`src/rtl/core/rrsd_ram.sv`:
```
// generic single-port ram with registered read
// no dependencies
`default_nettype none
module rrsd_ram #(
    parameter int WIDTH = 8,
    parameter int DEPTH = 256
) (
    input  wire logic                     i_clk,
    input  wire logic                     i_we,
    input  wire logic [$clog2(DEPTH)-1:0] i_addr,
    input  wire logic [WIDTH-1:0]         i_wdata,
    output logic      [WIDTH-1:0]         o_rdata
);
    logic [WIDTH-1:0] r_mem [DEPTH];

    always_ff @(posedge i_clk) begin
        if (i_we) begin
            r_mem[i_addr] <= i_wdata;
        end
        o_rdata <= r_mem[i_addr];
    end
endmodule
`default_nettype wire

```
`config.mk`:
```
export PLATFORM = sky130hd
export DESIGN_NAME = rrsd_ram
export DESIGN_NICKNAME = d
export VERILOG_FILES = /design/src/rtl/core/rrsd_ram.sv
export SDC_FILE = /design/constraint.sdc
export NUM_CORES = 2
export LEC_CHECK = 0
export BUFFER_PORTS_ARGS = -buffer_cell sky130_fd_sc_hd__buf_2
export CORE_UTILIZATION = 57
export CTS_CLUSTER_DIAMETER = 50
export CTS_CLUSTER_SIZE = 30
export DETAILED_ROUTE_END_ITERATION = 16
export PLACE_DENSITY = 0.82
export SETUP_SLACK_MARGIN = 0.1
export SLEW_MARGIN = 20
export SYNTH_ARGS = -nofsm -noshare
export SYNTH_HDL_FRONTEND = slang
export SYNTH_SLANG_ARGS = --single-unit
```
`constraint.sdc`:
```
create_clock -name i_clk -period 2.95 [get_ports i_clk]
set_input_delay 0.59 -clock i_clk [delete_from_list [all_inputs] [get_ports i_clk]]
set_output_delay 0.59 -clock i_clk [all_outputs]
set_load 0.01 [all_outputs]
```
# [Yosys cells after proc, flatten, opt, wreduce, memory -nomap -nowiden]
# Memory sizes are Yosys's and may differ from the RTL's. A register that Yosys moved wholly into a read port is not among the register bits.
# Index checks and enable logic that the tools add are counted.
[word_totals] regBits=0 latch_bits=0 ram_bits=2048 rom_bits=0 word_cells=3 memories=1
[classes] addsub=0 multipliers=0 div_mod_pow=0 n_lt_le_gt_ge=0 n_eq_ne=0 shift=0 muxes=2 bitwise_logic=0 reduce_logical=0
[memory_table] memory="r_mem" depth=256 width=8 rd=1 rd_ports_with_merged_regs=1 write_ports=1 line="14" source="logic [WIDTH-1:0] r_mem [DEPTH];"
[ops] op="1-bit 2-to-1 mux" count=2

# [Depth between registers and ports, before layout]
[depth] ltp_word=2 mapped_depth=10

# [Worst setup path before layout]
# OpenSTA, ideal clock, no wires.
[synth_timing] kind="input port to flip-flop" start="in i_addr[1]" end="mem r_mem[111][0], enable pin" setup_ns=0.370 t_arrival_ns=2.439 required_ns=2.580 setup_slack_ns=0.141 cell_stages=9 path_buffers=5 cell_sequence="buf_2 -> clkbuf_1 -> clkbuf_1 -> nand2_1 -> buf_2 -> nor2_1 -> nand2_1 -> clkbuf_1 -> nor2_1"
[synth_rtl] element="from (decl)" line="10" source="input wire logic [$clog2(DEPTH)-1:0] i_addr,"
[synth_rtl] element="to (decl)" line="14"
# Straight into the memory's write port.

==> key figures <==
Routing
  – DRC viols: 0
  – Routed WL: approximately 200 mm
  – 1st-iter DRT viols: ~6,300
  – Final antenna-violating net count: 0
  – Avg Vias per Cell: between 6 and 7
  – Drt first pass iters: 6
  – DR vias: between 40,000 and 50,000
  – WL/cell: about 33 um

Yosys
  – Ys async rst share: 0
  – Seq cells post-synth: about 2,000
  – Primary FF master, synth: edfxtp_1
  – Number of enable flip-flop cells after synthesis: slightly above 2,000
  – Synthesized Nets: around 3,600
  – Sequential fraction of the synthesis area: 0.786
  – Ys Warns: 0
  – Cells after Synth: approximately 3,500
  – Syn avg cell area: between 20 and 25 um2
  – Post-Syn Area: a little under 80,000 um2
  – Number of library cell types mapped by synthesis: 22

Global route
  – Total track usage: 0.286
  – Initial antenna violation count: 12
  – Vias in the first global route: ~41,000
  – Global-route wire length before repair: around 280 mm
  – GRT overflow: 0
  – Largest net degree at the start of global routing: slightly above 100

Power and ir drop
  – PwrDens: around 630 nW/um2
  – Max VDD drop: about 0.48 mV
  – Combinational fraction of design power: 0.052
  – Clock network power share: 0.383
  – Switching Power: around 0.013 W
  – P_leak: 28.4 nW
  – Internal power: about 0.044 W
  – Sw frac: 0.230
  – Seq pwr share: 0.565

Hold path
  – Hold WC Path Type: primary input to flop

Critical path
  – Worst setup path end: o_rdata[3]$_DFF_P_
  – Reg-to-Reg End: o_rdata[3]$_DFF_P_
  – Crit end category: flop
  – Critical Path RT: ~3.6 ns
  – Reg2reg start: r_mem[255][3]$_DFFE_PP_
  – R2R depth: 6
  – Crit path max fanout: 19
  – Critical path data arrival time: around 3.5 ns
  – R2R Setup Slk: 0.19 ns
  – Worst setup path startpoint: i_addr[0]
  – Crit Path Category: primary input to flop
  – Startpoint types: primary input

Clock tree
  – Clk sinks: just over 2,000
  – Hold buffers post-CTS: 0
  – CTS tree: done
  – CTS Root Cell: clkbuf_16
  – Number of CTS-inserted buffers: approximately 150
  – Worst skew pair latency: between 0.8 and 0.9 ns
  – Max Root-Sink Buffers: 3
  – H-tree levels: 4
  – Clock edge transition at the registers on the reported setup and hold paths: around 0.08 ns

STA
  – Hold WS: around 0.29 ns
  – RSZ-0062 raised after global routing: false
  – Worst-Margin Slew: roughly 0.99 ns
  – Tcrit/Tclk final: 0.960
  – Setup Viol. Count Final: 0
  – Final Hold Vio Count: 0
  – Slew headroom: 0.332
  – Post-route minimum period: between 2 and 3 ns
  – Setup_tns: 0 ns
  – Clock Skews: 0.0312 ns
  – Slew Viols, Final: 0
  – Fmax: 353 MHz

Die
  – Io pins: 26
  – Die W: between 300 and 400 um
  – Starting density of the core: 0.577
  – Core Region: approximately 140,000 um2
  – Cell row count: around 140
  – Die Area: around 140,000 um2
  – Die Y-Extent: roughly 370 um

Final layout
  – Area delta synth->final: 14.9%
  – Final nets: 4,053
  – Commonest cells after routing, fill and taps aside: 2,048 x edfxtp_1, 512 x mux4_2, 480 x buf_4
  – Most common cell after layout, fill and taps aside: edfxtp_1
  – Fraction of layout cells with a size suffix above 1: 0.327
  – Number of fill cells: around 7,800

Placement
  – Gp weighted congestion: 0.872
  – Final HPWL DP: ~120 mm
  – Buffers on Ports: 25

Flow run
  – Max-Cap Viols: 0

Outcome
  – Status: complete, no violations
[power groups by stage]
stage               registers, W  logic [W]  clock network (W)
global route              0.0322    0.00308             0.0230
finish                    0.0322    0.00297             0.0219
CTS                       0.0322    0.00294             0.0221
global placement          0.0329    0.00280                  0
floorplan                 0.0328    0.00143                  0
detailed placement        0.0329    0.00289                  0
[kinds of logic after synthesis]
family,Yosys count,synth area share
DFF,2056,0.786
and+or+nand+nor,330,0.0173
buffers and inverters,233,0.0140
muxes,512,0.147
AOI/OAI and AO/OA,416,0.0362
[stage by stage]
stage	total power (W)	instance area [um2]	cells	setup slack [ns]	util
finish	0.0570	90200	5947	0.118	0.663
global route	0.0583	90100	5940	0.129	0.663
CTS	0.0572	90100	5939	0.154	0.663
detailed placement	0.0358	84800	5669	-0.858	0.624
global placement	0.0357	84800	5669	-0.817	0.624
floorplan	0.0343	78500	3547	0.141	-
[repair_timing]
item                       in CTS  in global routing
setup endpoints to repair       3                  1
gates resized for setup         3                  1
buffers inserted                0                  0
[routing by layer]
metal  vias up  wire length (um)  track usage
li1      16000                 -            -
met1     21200             67800        0.381
met2      3328             95700        0.449
met3       574             24900       0.0696
met4        14              9390        0.135
met5         -                92            0
[registers in the layout, indices dropped and copies added, names as in the netlist]
name,cells
o_rdata,8
r_mem,2048
[synth_stat cells, types with 3 or more instances]
cell	instances	area [um2]
buf_6	16	180
nor2_1	232	871
nand3_1	13	65.1
o41ai_1	32	280
dfxtp_1	8	160
buf_4	16	120
and2_1	3	18.8
nand2_1	28	105
nand4_1	8	50.1
edfxtp_1	2048	61500
mux4_2	512	11500
clkbuf_1	145	544
nor3_1	30	150
a21oi_1	128	641
buf_1	19	71.3
a22oi_1	256	1920
nand2b_1	6	37.5
nor2b_1	7	43.8
buf_2	36	180
[worst min path at each step]
| stage | slack [ns] | from | to | depth (start not counted) |
|---|---|---|---|---|
| 3_3_place_gp | 0.97 | r_mem[2][3]$_DFFE_PP_ | o_rdata[3]$_DFF_P_ | 5 |
| 5_1_grt | 0.26 | i_wdata[6] | r_mem[84][6]$_DFFE_PP_ | 1 |
| 3_5_place_dp | 0.93 | r_mem[8][3]$_DFFE_PP_ | o_rdata[3]$_DFF_P_ | 5 |
| 4_1_cts | 0.24 | i_wdata[6] | r_mem[85][6]$_DFFE_PP_ | 1 |
| 6_report | 0.29 | i_wdata[6] | r_mem[84][6]$_DFFE_PP_ | 1 |
| 2_1_floorplan | 0.69 | i_wdata[0] | r_mem[0][0]$_DFFE_PP_ | 0 |
[final cells by class]
type / count / area [um2] / area share
Sequential cell: 2056 / 61700 / 0.684
Clock inverter: 117 / 1570 / 0.0174
Inverter: 1 / 3.75 / 0.0000416
Clock buffer: 153 / 3710 / 0.0411
Antenna cell: 8 / 20.0 / 0.000222
Tap cell: 1781 / 2230 / 0.0247
Multi-Input combinational cell: 1258 / 15800 / 0.175
Timing Repair Buffer: 573 / 5180 / 0.0574
[critical path, stage by stage]
cell and delay (ns):
buf_8 0.19, buf_12 0.26, buf_12 0.19, mux4_2 0.53, a22oi_1 0.30, a21oi_1 0.14, o41ai_1 0.90, buf_4 0.27
nand4_1 0.10
Power figures use the tool's default switching activity.
